<file path="src/box_octant_split_by_point_top_macros.svh">
// assertion macros for the top-level rtl file
`ifndef BOX_OCTANT_SPLIT_BY_POINT_TOP_MACROS_SVH
`define BOX_OCTANT_SPLIT_BY_POINT_TOP_MACROS_SVH

// same-cycle implication, checked on clk with reset masked
`define BOSP_ASSERT_NOW(label, ante, cons, msg) \
  label: assert property (@(posedge clk) disable iff (!rst_n) (ante) |-> (cons)) \
    else $error(msg);

// next-cycle implication, checked on clk with reset masked
`define BOSP_ASSERT_NEXT(label, ante, cons, msg) \
  label: assert property (@(posedge clk) disable iff (!rst_n) (ante) |=> (cons)) \
    else $error(msg);

`endif

</file>
<file path="src/bosp_pkg.sv">
// ----------------------------------------------------------------------------
// bosp_pkg
// types, codes and widths shared by the box octant split blocks
// ----------------------------------------------------------------------------
`timescale 1ns / 1ps

package bosp_pkg;

  localparam int COORD_W    = 32;
  localparam int NUM_AXES   = 3;
  localparam int NUM_OCT    = 8;
  localparam int OCT_W      = 3;
  localparam int IN_DATA_W  = ((9 * COORD_W + 7) / 8) * 8;
  localparam int OUT_DATA_W = ((OCT_W + 6 * COORD_W + 7) / 8) * 8;

  localparam logic [1:0] AX_X = 2'd0;
  localparam logic [1:0] AX_Y = 2'd1;
  localparam logic [1:0] AX_Z = 2'd2;

  typedef logic signed [COORD_W-1:0] bosp_coord_t;

  typedef enum logic [1:0] {
    ST_PIECE   = 2'd0,
    ST_OUTSIDE = 2'd1,
    ST_CORNER  = 2'd2,
    ST_EMPTY   = 2'd3
  } bosp_status_t;

  typedef enum logic [1:0] {
    S_IDLE,
    S_CMP,
    S_DECIDE,
    S_EMIT
  } bosp_state_t;

  // operand select for the shared comparator
  typedef struct packed {
    logic [1:0] axis;
    logic       upper;
  } bosp_cmp_sel_t;

  typedef struct packed {
    logic lt;
    logic eq;
  } bosp_cmp_res_t;

  // result load request from the sequencer
  typedef struct packed {
    logic               load;
    bosp_status_t       status;
    logic               last;
    logic [OCT_W-1:0]   octant;
  } bosp_res_t;

endpackage

</file>
<file path="src/bosp_cmp.sv">
// ----------------------------------------------------------------------------
// bosp_cmp
// shared signed comparator: a less than b, a equal to b
// ----------------------------------------------------------------------------
`timescale 1ns / 1ps

module bosp_cmp (
  input  bosp_pkg::bosp_coord_t   a,
  input  bosp_pkg::bosp_coord_t   b,
  output bosp_pkg::bosp_cmp_res_t res
);
  import bosp_pkg::*;

  always_comb begin
    res.lt = (a < b);
    res.eq = (a == b);
  end

endmodule

</file>
<file path="src/bosp_ctrl.sv">
// ----------------------------------------------------------------------------
// bosp_ctrl
// sequencer: six compare steps, decision, then, if pieces remain, octant walk
// ----------------------------------------------------------------------------
`timescale 1ns / 1ps

module bosp_ctrl (
  input  logic                    clk,
  input  logic                    rst_n,
  input  logic                    in_fire,
  input  logic                    slot_free,
  input  bosp_pkg::bosp_cmp_res_t cmp_res,
  output bosp_pkg::bosp_cmp_sel_t cmp_sel,
  output logic                    in_ready,
  output bosp_pkg::bosp_res_t     res
);
  import bosp_pkg::*;

  localparam logic [2:0] LAST_STEP = 3'(2 * NUM_AXES - 1);

  bosp_state_t            state_r, state_nxt;
  logic [2:0]             step_r, step_nxt;
  logic [OCT_W-1:0]       oct_r, oct_nxt;
  logic                   outside_r, outside_nxt;
  logic [NUM_AXES-1:0]    eqmin_r, eqmin_nxt;
  logic [NUM_AXES-1:0]    eqmax_r, eqmax_nxt;

  logic [NUM_OCT-1:0]     keep;
  logic [NUM_OCT-1:0]     keep_rest;
  logic                   corner;
  logic                   oct_last;

  // an octant survives when its half has extent on every axis
  always_comb begin
    for (int i = 0; i < NUM_OCT; i++) begin
      logic up_x, up_y, up_z;
      up_z = i[0];
      up_x = i[1];
      up_y = i[2];
      keep[i] = !(up_x ? eqmax_r[AX_X] : eqmin_r[AX_X]) &&
                !(up_y ? eqmax_r[AX_Y] : eqmin_r[AX_Y]) &&
                !(up_z ? eqmax_r[AX_Z] : eqmin_r[AX_Z]);
    end
  end

  assign corner    = &(eqmin_r | eqmax_r);
  assign keep_rest = keep >> oct_r;
  assign oct_last  = (keep_rest[NUM_OCT-1:1] == '0);

  assign cmp_sel.axis  = step_r[2:1];
  assign cmp_sel.upper = step_r[0];

  // next state
  always_comb begin
    state_nxt   = state_r;
    step_nxt    = step_r;
    oct_nxt     = oct_r;
    outside_nxt = outside_r;
    eqmin_nxt   = eqmin_r;
    eqmax_nxt   = eqmax_r;
    unique case (state_r)
      S_IDLE: begin
        if (in_fire) begin
          state_nxt   = S_CMP;
          step_nxt    = '0;
          outside_nxt = 1'b0;
        end
      end
      S_CMP: begin
        outside_nxt = outside_r | cmp_res.lt;
        if (step_r[0]) begin
          eqmax_nxt[step_r[2:1]] = cmp_res.eq;
        end else begin
          eqmin_nxt[step_r[2:1]] = cmp_res.eq;
        end
        step_nxt = step_r + 3'd1;
        if (step_r == LAST_STEP) begin
          state_nxt = S_DECIDE;
        end
      end
      S_DECIDE: begin
        if (outside_r || corner || keep == '0) begin
          if (slot_free) begin
            state_nxt = S_IDLE;
          end
        end else begin
          state_nxt = S_EMIT;
          oct_nxt   = '0;
        end
      end
      S_EMIT: begin
        if (!keep[oct_r]) begin
          oct_nxt = oct_r + 1'b1;
        end else if (slot_free) begin
          oct_nxt = oct_r + 1'b1;
          if (oct_last) begin
            state_nxt = S_IDLE;
          end
        end
      end
      default: state_nxt = S_IDLE;
    endcase
  end

  // outputs
  always_comb begin
    in_ready   = 1'b0;
    res.load   = 1'b0;
    res.status = ST_PIECE;
    res.last   = 1'b1;
    res.octant = '0;
    unique case (state_r)
      S_IDLE: in_ready = 1'b1;
      S_CMP: ;
      S_DECIDE: begin
        res.load = slot_free && (outside_r || corner || keep == '0);
        if (outside_r) begin
          res.status = ST_OUTSIDE;
        end else if (corner) begin
          res.status = ST_CORNER;
        end else begin
          res.status = ST_EMPTY;
        end
      end
      S_EMIT: begin
        res.load   = slot_free && keep[oct_r];
        res.last   = oct_last;
        res.octant = oct_r;
      end
      default: ;
    endcase
  end

  always_ff @(posedge clk) begin
    if (!rst_n) begin
      state_r <= S_IDLE;
      step_r  <= '0;
      oct_r   <= '0;
    end else begin
      state_r <= state_nxt;
      step_r  <= step_nxt;
      oct_r   <= oct_nxt;
    end
    outside_r <= outside_nxt;
    eqmin_r   <= eqmin_nxt;
    eqmax_r   <= eqmax_nxt;
  end

endmodule

</file>
<file path="src/box_octant_split_by_point_top.sv">
// ----------------------------------------------------------------------------
// box_octant_split_by_point_top
// cuts an axis-aligned box at a point into its non-empty octant boxes
// ----------------------------------------------------------------------------
// One input transfer carries a box (lower and upper corner) and a split point,
// all signed Q16.16. A point outside the box gives one result with status
// outside, a point on a box corner one result with status corner; otherwise
// each octant with extent on all three axes comes out as one result, in
// octant code order (y half, x half, z half, low first), the final one with
// tlast set, or one result with status empty if none is left. A single
// shared signed comparator checks the point against each bound in turn, a
// decision step follows, and the octant walk then steps through the octant
// codes one per cycle, from code zero up to the last surviving octant, with
// a result stalled whenever the output register is still full. in_tready is
// high only while the block waits for a new box, and it rises as soon as
// the last result is in the output register.
`timescale 1ns / 1ps

`include "box_octant_split_by_point_top_macros.svh"

module box_octant_split_by_point_top (
  input  logic                             clk,
  input  logic                             rst_n,
  input  logic                             in_tvalid,
  output logic                             in_tready,
  // box_min_x, box_min_y, box_min_z, box_max_x, box_max_y, box_max_z,
  // point_x, point_y, point_z
  input  logic [bosp_pkg::IN_DATA_W-1:0]   in_tdata,
  output logic                             out_tvalid,
  input  logic                             out_tready,
  // octant, piece_min_x, piece_min_y, piece_min_z, piece_max_x,
  // piece_max_y, piece_max_z, zero padding
  output logic [bosp_pkg::OUT_DATA_W-1:0]  out_tdata,
  // status
  output logic [1:0]                       out_tuser,
  output logic                             out_tlast
);
  import bosp_pkg::*;

  // captured box and point, indexed by axis
  bosp_coord_t bmin_r [NUM_AXES];
  bosp_coord_t bmax_r [NUM_AXES];
  bosp_coord_t pt_r   [NUM_AXES];

  logic                  in_fire;
  logic                  slot_free;
  bosp_cmp_sel_t         cmp_sel;
  bosp_cmp_res_t         cmp_res;
  bosp_coord_t           cmp_a, cmp_b;
  bosp_res_t             res;

  logic                  out_valid_r;
  logic [OUT_DATA_W-1:0] out_data_r, out_data_nxt;
  bosp_status_t          out_status_r;
  logic                  out_last_r;

  assign in_fire   = in_tvalid && in_tready;
  assign slot_free = !out_valid_r || out_tready;

  // capture the input transfer
  always_ff @(posedge clk) begin
    if (in_fire) begin
      for (int a = 0; a < NUM_AXES; a++) begin
        bmin_r[a] <= in_tdata[a * COORD_W +: COORD_W];
        bmax_r[a] <= in_tdata[(NUM_AXES + a) * COORD_W +: COORD_W];
        pt_r[a]   <= in_tdata[(2 * NUM_AXES + a) * COORD_W +: COORD_W];
      end
    end
  end

  // lower bound step: point < min; upper bound step: max < point
  assign cmp_a = cmp_sel.upper ? bmax_r[cmp_sel.axis] : pt_r[cmp_sel.axis];
  assign cmp_b = cmp_sel.upper ? pt_r[cmp_sel.axis]   : bmin_r[cmp_sel.axis];

  bosp_cmp u_cmp (
    .a   (cmp_a),
    .b   (cmp_b),
    .res (cmp_res)
  );

  bosp_ctrl u_ctrl (
    .clk       (clk),
    .rst_n     (rst_n),
    .in_fire   (in_fire),
    .slot_free (slot_free),
    .cmp_res   (cmp_res),
    .cmp_sel   (cmp_sel),
    .in_ready  (in_tready),
    .res       (res)
  );

  // piece bounds for the requested octant, zero for results without a piece
  always_comb begin
    logic up [NUM_AXES];
    out_data_nxt = '0;
    up[AX_X] = res.octant[1];
    up[AX_Y] = res.octant[2];
    up[AX_Z] = res.octant[0];
    if (res.status == ST_PIECE) begin
      out_data_nxt[OCT_W-1:0] = res.octant;
      for (int a = 0; a < NUM_AXES; a++) begin
        out_data_nxt[OCT_W + a * COORD_W +: COORD_W] =
          up[a] ? pt_r[a] : bmin_r[a];
        out_data_nxt[OCT_W + (NUM_AXES + a) * COORD_W +: COORD_W] =
          up[a] ? bmax_r[a] : pt_r[a];
      end
    end
  end

  // output register: loads only when empty or being drained
  always_ff @(posedge clk) begin
    if (!rst_n) begin
      out_valid_r <= 1'b0;
    end else if (res.load) begin
      out_valid_r <= 1'b1;
    end else if (out_tready) begin
      out_valid_r <= 1'b0;
    end
    if (res.load) begin
      out_data_r   <= out_data_nxt;
      out_status_r <= res.status;
      out_last_r   <= res.last;
    end
  end

  assign out_tvalid = out_valid_r;
  assign out_tdata  = out_data_r;
  assign out_tuser  = out_status_r;
  assign out_tlast  = out_last_r;

  // results without a piece carry no bounds and close the item
  `BOSP_ASSERT_NOW(a_nopiece_zero, out_tvalid && (out_tuser != ST_PIECE), (out_tdata == '0) && out_tlast, "non-piece result not zero or not last")

  // a new box is never taken while the sequencer is issuing a result
  `BOSP_ASSERT_NOW(a_no_load_in_idle, in_tready, !res.load, "result load while waiting for input")

  // a load never overwrites a result that is still waiting
  `BOSP_ASSERT_NOW(a_load_slot_free, res.load, slot_free, "output register overwritten")

  // after the final result is loaded the block waits for the next box
  `BOSP_ASSERT_NEXT(a_last_to_idle, res.load && res.last, in_tready, "no return to idle after last result")

endmodule

</file>
<file path="config.mk">
export PLATFORM = sky130hd
export DESIGN_NAME = box_octant_split_by_point_top
export DESIGN_NICKNAME = d
export VERILOG_FILES = /design/src/bosp_pkg.sv /design/src/bosp_cmp.sv /design/src/bosp_ctrl.sv /design/src/box_octant_split_by_point_top.sv
export VERILOG_INCLUDE_DIRS = /design/src /design/src/src
export SDC_FILE = /design/constraint.sdc
export NUM_CORES = 1
export LEC_CHECK = 0
export BUFFER_PORTS_ARGS = -buffer_cell sky130_fd_sc_hd__buf_4
export CORE_UTILIZATION = 55
export DETAILED_ROUTE_END_ITERATION = 16
export PLACE_DENSITY = 0.91
export SLEW_MARGIN = 40
export SYNTH_ARGS = -nofsm -noshare
export SYNTH_HDL_FRONTEND = slang
export SYNTH_HIERARCHICAL = 1
export SYNTH_SLANG_ARGS = --single-unit
</file>
<file path="constraint.sdc">
create_clock -name clk -period 16.59 [get_ports clk]
set_input_delay 4.977 -clock clk [delete_from_list [all_inputs] [get_ports clk]]
set_output_delay 4.977 -clock clk [all_outputs]
set_load 0.03 [all_outputs]
</file>
# Yosys cells after proc, flatten, opt, wreduce, memory -nomap -nowiden
# Memories as Yosys holds them, arrays and structs flattened. A register that Yosys moved wholly into a read port is not among the register bits.
# Cells that the tools add are included.
# op_classes
n_addsub,2
magnitude_cmp,4
eq_ne,13
shift,1
n_mux,46
bitwise,3
n_reduce_logical,39
# ops
op,n
$mux 32,8
$eq 32x32->1,1
$lt 32x32->1,1
$mux 2,15
$logic_and 1x1->1,16
$mux 3,5
$pmux 3 s2,2
$mux 1,9
$logic_not 8->1,1
$ne 2x1->1 const B,4
$pmux 2 s4,1
$shr 8x3->8,1
$logic_not 1->1,7
$logic_not 7->1,1
$add 3x1->3 const B,2
$bwmux 3,2
$ne 3x2->1 const B,2
$reduce_and 2->1,3
$reduce_and 3->1,2
$reduce_and 6->1,1
$reduce_bool 2->1,3
$eq 2x2->1 const B,2
$logic_not 2->1,2
$lt 3x4->1 const B,1
12 further kinds,16
# word_totals
reg_bits,214
ramBits,288
in_bits,292
out_inout_bits,205
elab_cells,121
mem_count,3
# mem_list
memory,words,word_bits,read_ports,rd_clocked_by_memory_dff,wr,line,text
bmax_r,3,32,4,1,3,box_octant_split_by_point_top.sv:42,bosp_coord_t bmax_r [NUM_AXES];
bmin_r,3,32,4,1,3,box_octant_split_by_point_top.sv:41,bosp_coord_t bmin_r [NUM_AXES];
pt_r,3,32,4,1,3,box_octant_split_by_point_top.sv:43,bosp_coord_t pt_r [NUM_AXES];

# Depth between registers and ports, before layout
# depth
depth_word,9
depth_mapped,14
mapped_depth_nobuf,11

# Hierarchy
# Netlist, hierarchy kept.
# modules_own_cells
module,n_inst,cells_each,area_per_inst_um2,seq_area_each_um2
box_octant_split_by_point_top,1,1114,20399.6,14614.0
bosp_ctrl,1,103,974.7,370.4
bosp_cmp,1,113,820.8,0.0

# Worst setup path before layout
# No wires, ideal clock.
# synth_timing
path_kind,input to register
start,input port out_tready
end,"register out_data_r[0] (netlist: out_tdata[0]), enable pin"
t_arrival_ns,13.386
t_required_ns,15.830
setup_slack_ns,2.444
stages,3
n_path_buf,0
path_cell_list,nand2b_1 -> nand2_1 -> nor2_1
# synth_lines
element,line,text
start: declaration,box_octant_split_by_point_top.sv:30,"input logic out_tready,"
end signal: assignment,box_octant_split_by_point_top.sv:120,out_data_r <= out_data_nxt;
end: declaration,box_octant_split_by_point_top.sv:53,"logic [OUT_DATA_W-1:0] out_data_r, out_data_nxt;"

==> results.cfg <==
[sta]
setup_tns_ns = 0
slew_violations = 0
maxSlewHeadroom_pct = 42.3
fin_skew_ns = 0.0116
hold_violations = 0
period_minus_slack_ns = 6.80
period_share_pct = 41.0
setup_viol = 0
worst_pin_slew_ns = 0.865
clock.fmax_mhz = 147
rsz0062_at_grt = false

[clock_tree]
cts_resized = 0
clk_latency_ns = 0.58
ctsHoldBuffers = 0
cts-htree-levels = 2
cts_setup_buffers = 0
cts_sinks = 502
clockBufferDepth = 3
cts_tree = built
cts_made_buffers = 51
cts_root_buf = clkbuf_16
clk_pin_slew_ns = 0.06

[worst_setup_path]
end_kind = register
criticalPathCategory = in2reg
path_cells = buf_4 -> and2_4 -> buf_12 -> buf_6 -> buf_6
crit_family = buffers and inverters
start_kind = input port
critPathRequiredTime_ns = 16.80
crit_buf_inv = 4
cpMaxStageDelayCell = buf_6
max_stage_delay_ns = 0.65
crit_path_frequent_cell = buf_6
cp.arrival_ns = 7.01
crit_path_max_fanout = 77

[place]
place_congestion = 0.920
dp_hpwl_mm = 39.3
postPlaceCellArea_um2 = 26300
port_buffers = 491

[routing]
dr_total_vias = 13800
drc_errors = 0
viasPerCell = 5.80
drt_iter0_markers = 1081
drtAntennaViolNets = 0
drtPass1Iterations = 5
wl_per_cell_um = 24.2
routed_wl_mm = 57.7

[power]
power_mw = 4.11
leakagePower_nw = 10.2
vdd_drop_max_uv = 128
p_per_area_nw_per_um2 = 147

[global_route]
antenna_found_initial = 1
overflow = 0
grt_pass1_wl_mm = 84.1
grtUsageTotal_pct = 27.7
grt_pass1_vias = 14000
grt_max_degree = 103

[synth]
synth_largest_area_cell = edfxtp_1
synth.top_cells.by_area = edfxtp_1 67%, mux2i_1 8.9%, mux4_2 6.5%
ys_seq_area_share_pct = 67.5
async_reset_ff_share_pct = 0
syn_inst = 1330
synth_edf_count = 493
netlist_area_um2 = 22200
avgSynthCellArea_um2 = 16.7
netlist-cell-type-count = 59
synth_flop_cell = edfxtp_1
synth_warnings = 6
synth_top_area_share_pct = 66.7
synth-seq-cells = 502

[finish]
syn2layout_area_growth_pct = 25.9
final_cell_area_um2 = 28000
final_layout_size_suffix_gt1_share_pct = 40.7
final_util_pct = 70.3
nNetsFinal = 2145
num-fill-cells = 2449

[floorplanning]
die_x_um = 203
core-area_um2 = 39700
die_y_um = 203
dieArea_um2 = 41200
row_count = 73
initial_core_util_pct = 55.9
pin_count = 497

[worst_hold_path]
hold_class = reg2reg

[job]
cap_violations = 0

[run_status]
status = finished clean
-- cells in the final DEF, fill, tap and decap left out, drive strengths merged, types with 3 or more instances in the layout --
cell      n
nor3      7
mux2i   197
bufinv    4
nor2    207
ha       35
nor4      3
nand4     7
o22ai     4
buf     508
a21boi    3
conb      5
and3      6
a21o      3
inv      38
o21ai     6
nor2b     4
a21oi    17
dfxtp     9
clkinv   23
edfxtp  493
mux4     64
mux2     97
nand2    16
clkbuf   65
nand2b    3
nand3     3
and2      5
-- per-layer routing --
layer	track usage [%]	wire length, µm
met1	34.6	21400
met2	47.2	29500
met3	4.59	4180
met4	13.0	2630
met5	0	0
-- state kept, by name, summed over array words and instances (netlist names) --
register and count:
bmin_r 96, bmax_r 96, out_tvalid 1, u_ctrl/outside_r 1
u_ctrl/eqmax_r 3, out_tlast 1, u_ctrl/cmp_sel 3, u_ctrl/eqmin_r 3
pt_r 96, u_ctrl/state_r 2, u_ctrl/oct_r 3, out_tdata 195
out_tuser 2
-- area by class of cell --
type	instances	area [µm²]	share of cell area, %
Inverter	38	143	0.510
Sequential cell	502	15000	53.7
Clock buffer	65	1390	4.98
Antenna cell	1	2.50	0.00895
Timing Repair Buffer	508	3870	13.8
Tap cell	525	657	2.35
Multi-Input combinational cell	717	6660	23.8
Clock inverter	29	234	0.837
-- synthesized netlist by cell type, types with 4 or more instances --
cell and number:
a21oi_1 16, and2_1 5, and3_1 5, buf_12 4, buf_2 30, buf_4 5, clkbuf_1 32, dfxtp_1 9
edfxtp_1 493, ha_1 35, inv_1 38, mux2_2 57, mux2_4 40, mux2i_1 197, mux4_2 64, nand2_1 16
nand4_1 6, nor2_1 207, nor2b_1 4, nor3_1 7, o21ai_0 5
-- worst min-delay path: cells and delay by family (launching register included) --
| family | cells | cell delay (ns) |
|---|---|---|
| AND/OR/NAND/NOR | 1 | 0.08 |
| multiplexers | 1 | 0.07 |
| flip-flops | 1 | 0.34 |
-- cells by family (layout without fill, tap and decap cells) --
logic type / Yosys count / count (layout) / synth area share [%]
other: 1 / 6 / 0.0169
DFF: 502 / 502 / 67.5
and+or+nand+nor: 266 / 266 / 5.03
AOI/OAI and AO/OA: 52 / 52 / 1.76
xor gates and xnor gates: 1 / 1 / 0.0395
muxes: 358 / 358 / 21.0
adders and majority gates: 35 / 35 / 1.97
buffers and inverters: 115 / 640 / 2.69
-- per-stage QoR --
step	cells	hold slack [ns]	setup WS, ns
2_1_floorplan	1334	0.525	2.44
3_3_place_gp	2288	0.564	8.78
5_1_grt	2385	0.619	9.66
3_5_place_dp	2289	0.580	8.93
4_1_cts	2383	0.592	9.54
6_report	2385	0.598	9.79
-- power breakdown --
part / internal [mW] / leakage, nW / switching, mW
Clock: 0.652 / 0.789 / 0.475
Combinational: 0.438 / 4.78 / 0.641
Sequential: 1.75 / 4.68 / 0.154
-- final timing paths --
check	from	endpoint	slack, ns	depth (start not counted)
worst max-delay path	in_tvalid	bmin_r[0][29]$_DFFE_PP_	9.79	5
worst min-delay path	bmin_r[2][17]$_DFFE_PP_	out_tdata[84]$_SDFFCE_PP0P_	0.60	2
worst max register to register	u_ctrl/cmp_sel[1]$_SDFFE_PN0P_	u_ctrl/eqmin_r[2]$_DFFE_PP_	12.17	8
worst min register to register	bmin_r[2][17]$_DFFE_PP_	out_tdata[84]$_SDFFCE_PP0P_	0.60	2
No activity file was read; power rests on OpenSTA's default activity.
